`src/design/stable_priority_task_queue_assert.svh`:
```
// Assertion macros for the stable priority task queue.
// Used by the top level; no other dependencies.
`ifndef STABLE_PRIORITY_TASK_QUEUE_ASSERT_SVH
`define STABLE_PRIORITY_TASK_QUEUE_ASSERT_SVH
`ifndef SYNTHESIS
// Clocked assertion, masked during reset
`define SPTQ_ASSERT(lbl, ck, rn, prop, msg) \
    lbl: assert property (@(posedge ck) disable iff (!rn) prop) else $error(msg);
// Two conditions that must never hold together
`define SPTQ_ASSERT_EXCL(lbl, ck, rn, a, b, msg) \
    lbl: assert property (@(posedge ck) disable iff (!rn) !((a) && (b))) else $error(msg);
`else
`define SPTQ_ASSERT(lbl, ck, rn, prop, msg)
`define SPTQ_ASSERT_EXCL(lbl, ck, rn, a, b, msg)
`endif
`endif

```
`src/design/sptq_pkg.sv`:
```
// Shared types and constants for the stable priority task queue.
// No dependencies.
package sptq_pkg;

    localparam int DEPTH = 16;
    localparam int CNT_W = 5;

    // Command codes
    localparam logic [2:0] CMD_SUBMIT      = 3'd0;
    localparam logic [2:0] CMD_DEQUEUE     = 3'd1;
    localparam logic [2:0] CMD_CANCEL_ID   = 3'd2;
    localparam logic [2:0] CMD_CANCEL_PAY  = 3'd3;
    localparam logic [2:0] CMD_CANCEL_ALL  = 3'd4;
    localparam logic [2:0] CMD_SHUTDOWN    = 3'd5;

    // Status codes
    localparam logic [2:0] ST_OK       = 3'd0;
    localparam logic [2:0] ST_SHUT     = 3'd1;
    localparam logic [2:0] ST_FULL     = 3'd2;
    localparam logic [2:0] ST_NOTFOUND = 3'd3;
    localparam logic [2:0] ST_EMPTY    = 3'd4;

    // Register index
    localparam logic [1:0] REG_QUEUE_LIMIT = 2'd0;

    typedef struct packed {
        logic [7:0]  prio;
        logic [31:0] handler;
        logic [31:0] payload;
        logic [31:0] id;
    } entry_t;

    // Controller to datapath commands
    typedef struct packed {
        logic load;
        logic exec;
    } ctl_t;

endpackage

```
`src/design/sptq_if.sv`:
```
// Channel interfaces for task commands and results.
// Depends on nothing.
interface sptq_in_if;
    logic        valid;
    logic        ready;
    logic [2:0]  cmd;
    logic [7:0]  prio;
    logic [31:0] handler;
    logic [31:0] payload;
    logic [31:0] key_id;
    modport source (output valid, cmd, prio, handler, payload, key_id, input ready);
    modport sink (input valid, cmd, prio, handler, payload, key_id, output ready);
endinterface

interface sptq_out_if;
    logic        valid;
    logic        ready;
    logic [2:0]  status;
    logic [31:0] assigned_id;
    logic [31:0] handler_out;
    logic [31:0] payload_out;
    logic [7:0]  prio_out;
    logic [4:0]  removed_count;
    logic [4:0]  pending;
    modport source (output valid, status, assigned_id, handler_out, payload_out, prio_out,
                    removed_count, pending, input ready);
    modport sink (input valid, status, assigned_id, handler_out, payload_out, prio_out,
                  removed_count, pending, output ready);
endinterface

```
`src/design/sptq_ctrl.sv`:
```
// Sequencing controller: accept, execute, deliver.
// Depends on sptq_pkg.
module sptq_ctrl
    import sptq_pkg::*;
(
    input  logic clk,
    input  logic rst_n,
    input  logic in_valid,
    output logic in_ready,
    output logic out_valid,
    input  logic out_ready,
    output ctl_t ctl
);

    typedef enum logic [1:0] {S_IDLE, S_EXEC, S_DONE} state_t;

    state_t state_reg;
    logic   in_ready_reg;
    logic   out_valid_reg;

    // State and registered handshake outputs
    always_ff @(posedge clk or negedge rst_n)
    begin
        if (!rst_n)
        begin
            state_reg     <= S_IDLE;
            in_ready_reg  <= 1'b1;
            out_valid_reg <= 1'b0;
        end
        else
        begin
            unique case (state_reg)
                S_IDLE:
                begin
                    if (in_valid)
                    begin
                        state_reg    <= S_EXEC;
                        in_ready_reg <= 1'b0;
                    end
                end
                S_EXEC:
                begin
                    state_reg     <= S_DONE;
                    out_valid_reg <= 1'b1;
                end
                S_DONE:
                begin
                    if (out_ready)
                    begin
                        state_reg     <= S_IDLE;
                        out_valid_reg <= 1'b0;
                        in_ready_reg  <= 1'b1;
                    end
                end
                default:
                begin
                    state_reg <= S_IDLE;
                end
            endcase
        end
    end

    assign in_ready  = in_ready_reg;
    assign out_valid = out_valid_reg;
    assign ctl.load  = in_valid && in_ready_reg;
    assign ctl.exec  = (state_reg == S_EXEC);

endmodule

```
`src/design/sptq_datapath.sv`:
```
// Sorted cell array, counters and result registers.
// Depends on sptq_pkg.
module sptq_datapath
    import sptq_pkg::*;
(
    input  logic        clk,
    input  logic        rst_n,
    input  ctl_t        ctl,
    input  logic [4:0]  queue_limit,
    input  logic [2:0]  cmd,
    input  logic [7:0]  prio,
    input  logic [31:0] handler,
    input  logic [31:0] payload,
    input  logic [31:0] key_id,
    output logic [2:0]  status,
    output logic [31:0] assigned_id,
    output logic [31:0] handler_out,
    output logic [31:0] payload_out,
    output logic [7:0]  prio_out,
    output logic [4:0]  removed_count,
    output logic [4:0]  pending
);

    // Latched command
    logic [2:0]  cmd_reg;
    logic [7:0]  prio_reg;
    logic [31:0] handler_reg;
    logic [31:0] payload_reg;
    logic [31:0] key_reg;

    entry_t             cell_reg [DEPTH];
    entry_t             cell_next [DEPTH];
    entry_t             ins_val [DEPTH];
    entry_t             rem_val [DEPTH];
    entry_t             new_ent;
    logic [CNT_W-1:0]   fill_reg, fill_next;
    logic [31:0]        id_reg, id_next;
    logic               halted_reg, halted_next;

    logic [2:0]         status_reg, status_next;
    logic [31:0]        aid_reg, aid_next;
    logic [31:0]        hout_reg, hout_next;
    logic [31:0]        pout_reg, pout_next;
    logic [7:0]         prout_reg, prout_next;
    logic [CNT_W-1:0]   removed_reg, removed_next;

    logic [DEPTH-1:0]   occ, le, hit, first, after;
    logic [CNT_W-1:0]   eff_limit;
    logic               do_ins, do_rem;

    always_ff @(posedge clk)
    begin
        if (ctl.load)
        begin
            cmd_reg     <= cmd;
            prio_reg    <= prio;
            handler_reg <= handler;
            payload_reg <= payload;
            key_reg     <= key_id;
        end
    end

    // Per-cell compares, each against its own cell
    always_comb
    begin
        for (int i = 0; i < DEPTH; i++)
        begin
            occ[i] = CNT_W'(i) < fill_reg;
            le[i]  = occ[i] && (cell_reg[i].prio <= prio_reg);
            if (cmd_reg == CMD_DEQUEUE)
                hit[i] = occ[i] && (i == 0);
            else if (cmd_reg == CMD_CANCEL_ID)
                hit[i] = occ[i] && (cell_reg[i].id == key_reg);
            else
                hit[i] = occ[i] && (cell_reg[i].payload == payload_reg);
        end
    end

    // First match and the cells at or above it
    assign first = hit & (~hit + DEPTH'(1));
    assign after = (first == '0) ? '0 : ~(first - DEPTH'(1));

    assign id_next = id_reg + 32'd1;
    assign new_ent = '{prio: prio_reg, handler: handler_reg, payload: payload_reg, id: id_next};

    // Insert shifts up, remove shifts down
    always_comb
    begin
        ins_val[0] = le[0] ? cell_reg[0] : new_ent;
        for (int i = 1; i < DEPTH; i++)
        begin
            if (le[i])
                ins_val[i] = cell_reg[i];
            else if (le[i-1])
                ins_val[i] = new_ent;
            else
                ins_val[i] = cell_reg[i-1];
        end
        for (int i = 0; i < DEPTH - 1; i++)
            rem_val[i] = after[i] ? cell_reg[i+1] : cell_reg[i];
        rem_val[DEPTH-1] = cell_reg[DEPTH-1];
    end

    assign eff_limit = (queue_limit == '0 || queue_limit > CNT_W'(DEPTH))
                       ? CNT_W'(DEPTH) : queue_limit;

    // Command execution
    always_comb
    begin
        status_next  = ST_OK;
        aid_next     = '0;
        hout_next    = '0;
        pout_next    = '0;
        prout_next   = '0;
        removed_next = '0;
        fill_next    = fill_reg;
        halted_next  = halted_reg;
        do_ins       = 1'b0;
        do_rem       = 1'b0;
        unique case (cmd_reg)
            CMD_SUBMIT:
            begin
                if (halted_reg)
                    status_next = ST_SHUT;
                else if (fill_reg >= eff_limit)
                    status_next = ST_FULL;
                else
                begin
                    do_ins    = 1'b1;
                    aid_next  = id_next;
                    fill_next = fill_reg + CNT_W'(1);
                end
            end
            CMD_DEQUEUE:
            begin
                if (fill_reg == '0)
                    status_next = ST_EMPTY;
                else
                begin
                    do_rem     = 1'b1;
                    aid_next   = cell_reg[0].id;
                    hout_next  = cell_reg[0].handler;
                    pout_next  = cell_reg[0].payload;
                    prout_next = cell_reg[0].prio;
                    fill_next  = fill_reg - CNT_W'(1);
                end
            end
            CMD_CANCEL_ID, CMD_CANCEL_PAY:
            begin
                if (halted_reg)
                    status_next = ST_SHUT;
                else if (hit == '0)
                    status_next = ST_NOTFOUND;
                else
                begin
                    do_rem    = 1'b1;
                    fill_next = fill_reg - CNT_W'(1);
                end
            end
            CMD_CANCEL_ALL:
            begin
                if (halted_reg)
                    status_next = ST_SHUT;
                else
                begin
                    removed_next = fill_reg;
                    fill_next    = '0;
                end
            end
            CMD_SHUTDOWN:
            begin
                halted_next = 1'b1;
            end
            default:
            begin
                status_next = ST_OK;
            end
        endcase
        for (int i = 0; i < DEPTH; i++)
        begin
            if (do_ins)
                cell_next[i] = ins_val[i];
            else if (do_rem)
                cell_next[i] = rem_val[i];
            else
                cell_next[i] = cell_reg[i];
        end
    end

    // Control state
    always_ff @(posedge clk or negedge rst_n)
    begin
        if (!rst_n)
        begin
            fill_reg   <= '0;
            id_reg     <= 32'd1;
            halted_reg <= 1'b0;
        end
        else if (ctl.exec)
        begin
            fill_reg   <= fill_next;
            halted_reg <= halted_next;
            if (do_ins)
                id_reg <= id_next;
        end
    end

    // Cells and result registers
    always_ff @(posedge clk)
    begin
        if (ctl.exec)
        begin
            for (int i = 0; i < DEPTH; i++)
                cell_reg[i] <= cell_next[i];
            status_reg  <= status_next;
            aid_reg     <= aid_next;
            hout_reg    <= hout_next;
            pout_reg    <= pout_next;
            prout_reg   <= prout_next;
            removed_reg <= removed_next;
        end
    end

    assign status        = status_reg;
    assign assigned_id   = aid_reg;
    assign handler_out   = hout_reg;
    assign payload_out   = pout_reg;
    assign prio_out      = prout_reg;
    assign removed_count = removed_reg;
    assign pending       = fill_reg;

endmodule

```
`src/design/stable_priority_task_queue.sv`:
```
// Top level of the stable priority task queue: APB register, controller, datapath.
// Depends on sptq_pkg, sptq_if, sptq_ctrl, sptq_datapath and the assertion header.
//
//  Channel  Dir  Handshake          Contents
//  in_ch    in   valid/ready        cmd, prio, handler, payload, key_id
//  out_ch   out  valid/ready        status, ids, handles, counts
//  apb      in   psel/penable       queue_limit at byte address 0
//
// A command is latched at its accepting edge; the next cycle executes it, the
// whole cell array shifting in parallel for insert or remove, and the result
// is valid from the edge after that. One command is in flight at a time; the
// next is accepted the cycle after the result is taken. A stalled result
// holds the block. Reset is immediate.
`include "stable_priority_task_queue_assert.svh"
module stable_priority_task_queue
    import sptq_pkg::*;
(
    input  logic        clk,
    input  logic        rst_n,
    input  logic        psel,
    input  logic        penable,
    input  logic        pwrite,
    input  logic [1:0]  paddr,
    input  logic [31:0] pwdata,
    output logic [31:0] prdata,
    output logic        pready,
    sptq_in_if.sink     in_ch,
    sptq_out_if.source  out_ch
);

    logic [4:0] limit_reg;
    ctl_t       ctl;

    // Configuration register
    always_ff @(posedge clk or negedge rst_n)
    begin
        if (!rst_n)
            limit_reg <= '0;
        else if (psel && penable && pwrite && paddr == REG_QUEUE_LIMIT)
            limit_reg <= pwdata[4:0];
    end

    assign pready = 1'b1;
    assign prdata = (paddr == REG_QUEUE_LIMIT) ? {27'd0, limit_reg} : 32'd0;

    sptq_ctrl u_ctrl (
        .clk       (clk),
        .rst_n     (rst_n),
        .in_valid  (in_ch.valid),
        .in_ready  (in_ch.ready),
        .out_valid (out_ch.valid),
        .out_ready (out_ch.ready),
        .ctl       (ctl)
    );

    sptq_datapath u_dp (
        .clk           (clk),
        .rst_n         (rst_n),
        .ctl           (ctl),
        .queue_limit   (limit_reg),
        .cmd           (in_ch.cmd),
        .prio          (in_ch.prio),
        .handler       (in_ch.handler),
        .payload       (in_ch.payload),
        .key_id        (in_ch.key_id),
        .status        (out_ch.status),
        .assigned_id   (out_ch.assigned_id),
        .handler_out   (out_ch.handler_out),
        .payload_out   (out_ch.payload_out),
        .prio_out      (out_ch.prio_out),
        .removed_count (out_ch.removed_count),
        .pending       (out_ch.pending)
    );

    // Checks
    `SPTQ_ASSERT(a_lat, clk, rst_n, (in_ch.valid && in_ch.ready) |-> ##2 out_ch.valid, "late")
    `SPTQ_ASSERT_EXCL(a_one, clk, rst_n, in_ch.ready, out_ch.valid, "two transactions in flight")
    `SPTQ_ASSERT(a_fill, clk, rst_n, out_ch.valid |-> out_ch.pending <= 5'(DEPTH), "fill overflow")

endmodule
```
`src/flat_wrapper.sv`:
```
// flat-port wrapper written by rule: the top's interface ports become plain ports
module stable_priority_task_queue_flat import sptq_pkg::*;
  (clk, rst_n, psel, penable, pwrite, paddr, pwdata, prdata, pready, in_ch_valid, in_ch_cmd, in_ch_prio, in_ch_handler, in_ch_payload, in_ch_key_id, in_ch_ready, out_ch_valid, out_ch_status, out_ch_assigned_id, out_ch_handler_out, out_ch_payload_out, out_ch_prio_out, out_ch_removed_count, out_ch_pending, out_ch_ready);
  sptq_in_if in_ch_i ();
  sptq_out_if out_ch_i ();
  input  logic clk;
  input  logic rst_n;
  input  logic psel;
  input  logic penable;
  input  logic pwrite;
  input  logic [1:0] paddr;
  input  logic [31:0] pwdata;
  output logic [31:0] prdata;
  output logic pready;
  input wire logic [$bits(in_ch_i.valid)-1:0] in_ch_valid;
  input wire logic [$bits(in_ch_i.cmd)-1:0] in_ch_cmd;
  input wire logic [$bits(in_ch_i.prio)-1:0] in_ch_prio;
  input wire logic [$bits(in_ch_i.handler)-1:0] in_ch_handler;
  input wire logic [$bits(in_ch_i.payload)-1:0] in_ch_payload;
  input wire logic [$bits(in_ch_i.key_id)-1:0] in_ch_key_id;
  output wire logic [$bits(in_ch_i.ready)-1:0] in_ch_ready;
  output wire logic [$bits(out_ch_i.valid)-1:0] out_ch_valid;
  output wire logic [$bits(out_ch_i.status)-1:0] out_ch_status;
  output wire logic [$bits(out_ch_i.assigned_id)-1:0] out_ch_assigned_id;
  output wire logic [$bits(out_ch_i.handler_out)-1:0] out_ch_handler_out;
  output wire logic [$bits(out_ch_i.payload_out)-1:0] out_ch_payload_out;
  output wire logic [$bits(out_ch_i.prio_out)-1:0] out_ch_prio_out;
  output wire logic [$bits(out_ch_i.removed_count)-1:0] out_ch_removed_count;
  output wire logic [$bits(out_ch_i.pending)-1:0] out_ch_pending;
  input wire logic [$bits(out_ch_i.ready)-1:0] out_ch_ready;
  assign in_ch_i.valid = in_ch_valid;
  assign in_ch_i.cmd = in_ch_cmd;
  assign in_ch_i.prio = in_ch_prio;
  assign in_ch_i.handler = in_ch_handler;
  assign in_ch_i.payload = in_ch_payload;
  assign in_ch_i.key_id = in_ch_key_id;
  assign in_ch_ready = in_ch_i.ready;
  assign out_ch_valid = out_ch_i.valid;
  assign out_ch_status = out_ch_i.status;
  assign out_ch_assigned_id = out_ch_i.assigned_id;
  assign out_ch_handler_out = out_ch_i.handler_out;
  assign out_ch_payload_out = out_ch_i.payload_out;
  assign out_ch_prio_out = out_ch_i.prio_out;
  assign out_ch_removed_count = out_ch_i.removed_count;
  assign out_ch_pending = out_ch_i.pending;
  assign out_ch_i.ready = out_ch_ready;
  stable_priority_task_queue u_core (.clk(clk), .rst_n(rst_n), .psel(psel), .penable(penable), .pwrite(pwrite), .paddr(paddr), .pwdata(pwdata), .prdata(prdata), .pready(pready), .in_ch(in_ch_i), .out_ch(out_ch_i));
endmodule
```
`config.mk`:
```
export PLATFORM = sky130hd
export DESIGN_NAME = stable_priority_task_queue_flat
export DESIGN_NICKNAME = d
export VERILOG_FILES = /design/src/design/sptq_pkg.sv /design/src/design/sptq_if.sv /design/src/design/sptq_ctrl.sv /design/src/design/sptq_datapath.sv /design/src/design/stable_priority_task_queue.sv /design/src/flat_wrapper.sv
export VERILOG_INCLUDE_DIRS = /design/src /design/src/design
export SDC_FILE = /design/constraint.sdc
export NUM_CORES = 2
export LEC_CHECK = 0
export ABC_AREA = 0
export BUFFER_PORTS_ARGS = -buffer_cell sky130_fd_sc_hd__buf_2
export CORE_UTILIZATION = 64
export CTS_CLUSTER_DIAMETER = 120
export DETAILED_ROUTE_END_ITERATION = 7
export GPL_ROUTABILITY_DRIVEN = 0
export HOLD_SLACK_MARGIN = 0.03
export PLACE_DENSITY = 0.85
export SLEW_MARGIN = 20
export SYNTH_ARGS = -nofsm -noshare
export SYNTH_HDL_FRONTEND = slang
export SYNTH_HIERARCHICAL = 1
export SYNTH_SLANG_ARGS = --single-unit
```
`constraint.sdc`:
```
create_clock -name clk -period 19.4 [get_ports clk]
set_input_delay 0 -clock clk [delete_from_list [all_inputs] [get_ports clk]]
set_output_delay 0 -clock clk [all_outputs]
set_load 0.005 [all_outputs]
```
==> key figures <==
Logic synthesis
  • Distinct cells, synth: 77
  • Top-count cell post-synth: edfxtp_1
  • Post-synth top cells: edfxtp_1 (1883), nand2_1 (1866), o21ai_0 (1503)
  • Synth Flop Type: edfxtp_1
  • Netlist Area Pre-Place: 108000 µm²
  • Mapped Cells: 9838
  • FF+latch count, synth: approximately 1900
  • Area leader, netlist: edfxtp_1
  • Synth area leaders: edfxtp_1 (52%), mux2i_1 (13%), o21ai_0 (6.9%), nand2_1 (6.5%), xnor2_1 (4.9%)
  • EDFF count, synth: 1883
  • Post-synth ARST share: 2.44%
  • Seq/Total Area, Yosys: 53.2%
  • Mapped Avg Cell Area: 11.0 µm²
  • Ys Warns: 6
  • Post-synth top area share: 52.2%

STA
  • Fmax: 121 MHz
  • Headroom to the max-slew limit: 10.7%
  • RSZ-0062 raised after global routing: no
  • Final setup fails: 0
  • Worst-margin pin slew: 1320 ps
  • Sum of negative setup slack: 0 ps
  • Clock skew: around 55 ps
  • Period utilization: 42.7%
  • Final hold vios: 0
  • Max-slew violations: 0
  • Clock period minus worst slack: 8280 ps

Setup path
  • Crit path arrival time: 8850 ps
  • Most used cell, CP: a21o_1
  • Crit-path cells: or4_1 -> ha_1 -> nand2b_1 -> ha_1 -> a21o_1 -> a21o_1 -> a21o_1 -> a21o_1 -> or2_4 -> buf_4 -> buf_6 -> buf_4 -> buf_6 -> buf_12 -> buf_16 -> o21ai_0
  • Slowest CP cell: buf_4
  • R2R Setup Slk: ~11000 ps
  • Worst path top cell family by delay: buffers and inverters
  • Crit path kind: register to register
  • Max FO, Critical Path: between 200 and 300
  • CP Launch Type: register
  • Critical Path RT: 19970 ps
  • Worst Path Buf+Inv: 6
  • Worst path max stage delay: 960 ps
  • Critical Path Sink Type: register

GRT
  • Initial antenna violation count: 8
  • Pin count of the biggest net entering global routing: 343
  • Gr ovfl total: 0
  • Global-route wire length before repair: 496 mm
  • GRT Util Overall: 38.3%
  • Number of global-route vias before repair: ~81000

Die
  • I/O Pins: 300
  • Die Y: 414 µm
  • Die area: between 150000 and 200000 µm²
  • Initial Util: between 60% and 70%
  • Die Width: 414 µm
  • Core outline area: 168000 µm²
  • Num rows: 150

Clock network
  • CTS root buffer: clkbuf_16
  • TritonCTS Buffers: 196
  • Clk pin slew, worst setup/hold paths: about 70 ps
  • H-tree depth: 4
  • CTS tree: done
  • Sink Count: 1930
  • Clk_lat worst skew: 880 ps
  • Max clock buf depth: 3

Finish
  • Multi-input logic area: 47400 µm²
  • Area growth syn-to-layout: 10.3%
  • Total Nets Final: just over 10000
  • Reg area: approximately 58000 µm²
  • Final Util: between 70% and 80%
  • Fillers: between 10000 and 15000
  • Max reg flops: 1664
  • Layout cells sized above 1: 9.13%

Route
  • Drt first pass iters: 8
  • Detail Route Antenna Nets: 0
  • Drt drc: 2
  • Vias: 83100
  • DR WL/cell: 27.4 µm
  • Vias per cell: 6.78
  • Final wirelength: approximately 340 mm
  • Detailed Route Iter0 Violations: 13500

Status
  • Failing checks: design-rule violations
  • Status: finished with violations

Power and ir drop
  • Pwr dens: 100 nW/µm²
  • Lkg Pwr: 46.6 nW
  • VDD IR max: approximately 0.13 mV

Placement
  • DP HPWL: 215 mm
  • I/O Buffers: 244

Min path
  • Worst Hold Class: input port to register

Job
  • Maximum Capacitance Violations: 0
cell families (layout without fill, tap and decap cells):
family / count (synthesis) / count (layout) / share of synthesized area [%]
muxes: 1568 / 1568 / 14.6
DFF: 1930 / 1930 / 53.2
adders and majority gates: 139 / 139 / 1.60
and+or+nand+nor: 2557 / 2557 / 10.3
xor gates and xnor gates: 1080 / 1080 / 8.75
buffers and inverters: 895 / 1077 / 3.52
AOI/OAI and AO/OA: 1667 / 1667 / 7.99
other: 2 / 37 / 0.00693
what timing repair did:
action                                  in CTS  in global routing
resized for setup                            0                  0
hold buffers                               238                  0
buffers inserted                             0                  0
hold endpoints to repair                   189                  0
endpoints found under the setup margin       0                  0
placed cells by master, fill, tap and decap left out, types with 8 or more instances in the layout:
| cell | instances |
|---|---|
| buf_4 | 188 |
| a22o_1 | 11 |
| nand3_1 | 67 |
| nor2_1 | 65 |
| buf_2 | 244 |
| xnor2_1 | 604 |
| bufinv_16 | 14 |
| dfrtp_1 | 45 |
| and2_1 | 82 |
| buf_12 | 9 |
| a21o_1 | 25 |
| edfxtp_1 | 1883 |
| nor3_1 | 55 |
| clkinv_2 | 34 |
| or4_1 | 14 |
| nand4_1 | 178 |
| conb_1 | 28 |
| clkbuf_1 | 45 |
| ha_1 | 139 |
| a21oi_4 | 14 |
| mux2_2 | 109 |
| or2_2 | 10 |
| clkinv_1 | 34 |
| nand2b_1 | 23 |
| dlygate4sd3_1 | 238 |
| mux2i_1 | 1459 |
| o21ai_0 | 1501 |
| and3_1 | 8 |
| clkinvlp_4 | 8 |
| a21oi_1 | 44 |
| xor2_1 | 468 |
| o21a_1 | 15 |
| nand2_1 | 1866 |
| inv_1 | 36 |
| nor4_1 | 126 |
| diode_2 | 9 |
| nor2b_1 | 16 |
| clkbuf_16 | 199 |
power by group:
group	leakage, nW	internal [mW]	total [mW]	switching, mW
Combinational	25.9	1.20	3.25	2.05
Clock	3.04	2.10	3.80	1.70
Sequential	17.6	4.78	4.95	0.163
Total	46.6	8.08	12.0	3.92
cell type report:
type,count,area share (%)
sequential,1930,48.3
antenna,9,0.0188
tap,2204,2.31
timing repair buffer,687,4.45
multi-input combinational,7039,39.6
inverter,36,0.113
clock buffer,251,4.38
clock inverter,103,0.842
layer usage:
| layer | vias to the layer above | wire, µm | GRT usage [%] | share of wire, % |
|---|---|---|---|---|
| li1 | 35200 | - | - | - |
| met5 | - | 82 | 0 | 0.024 |
| met4 | 12 | 23300 | 22.7 | 7.0 |
| met3 | 1423 | 47800 | 11.4 | 14 |
| met1 | 39900 | 116000 | 48.9 | 34 |
| met2 | 6462 | 149000 | 57.8 | 44 |
worst min-delay path, delay by kind of cell:
kind	cells	cell delay (ps)
mux	1	170
simple gates	1	120
buf+inv	2	660
per-stage QoR:
step	hold slack [ps]	setup WS, ps	area (µm²)	cells	power [mW]
after floorplan	-296	1790	109000	9864	7.14
after global placement	177	11390	111000	11700	7.97
after detailed placement	178	11080	111000	11700	8.07
after CTS	42.3	11020	119000	12200	11.8
after global routing	110	10730	120000	12300	12.3
final	106	11120	120000	12300	12.0
path summary, 6_finish.rpt:
kind	to	cells after the start	start
max	u_core/u_dp/cell_reg[1][489]$_DFFE_PP_	16	u_core/limit_reg[0]$_DFFE_PN0P_
min	u_core/limit_reg[3]$_DFFE_PN0P_	4	psel
max reg2reg	u_core/u_dp/cell_reg[1][489]$_DFFE_PP_	16	u_core/limit_reg[0]$_DFFE_PN0P_
min reg2reg	u_core/u_dp/id_reg[1]$_DFFE_PN0P_	2	u_core/u_dp/id_reg[1]$_DFFE_PN0P_
max in group asynchronous	u_core/limit_reg[4]$_DFFE_PN0P_	4	rst_n
min in group asynchronous	u_core/u_dp/id_reg[8]$_DFFE_PN0P_	4	rst_n
(Power assumes the default switching activity.)
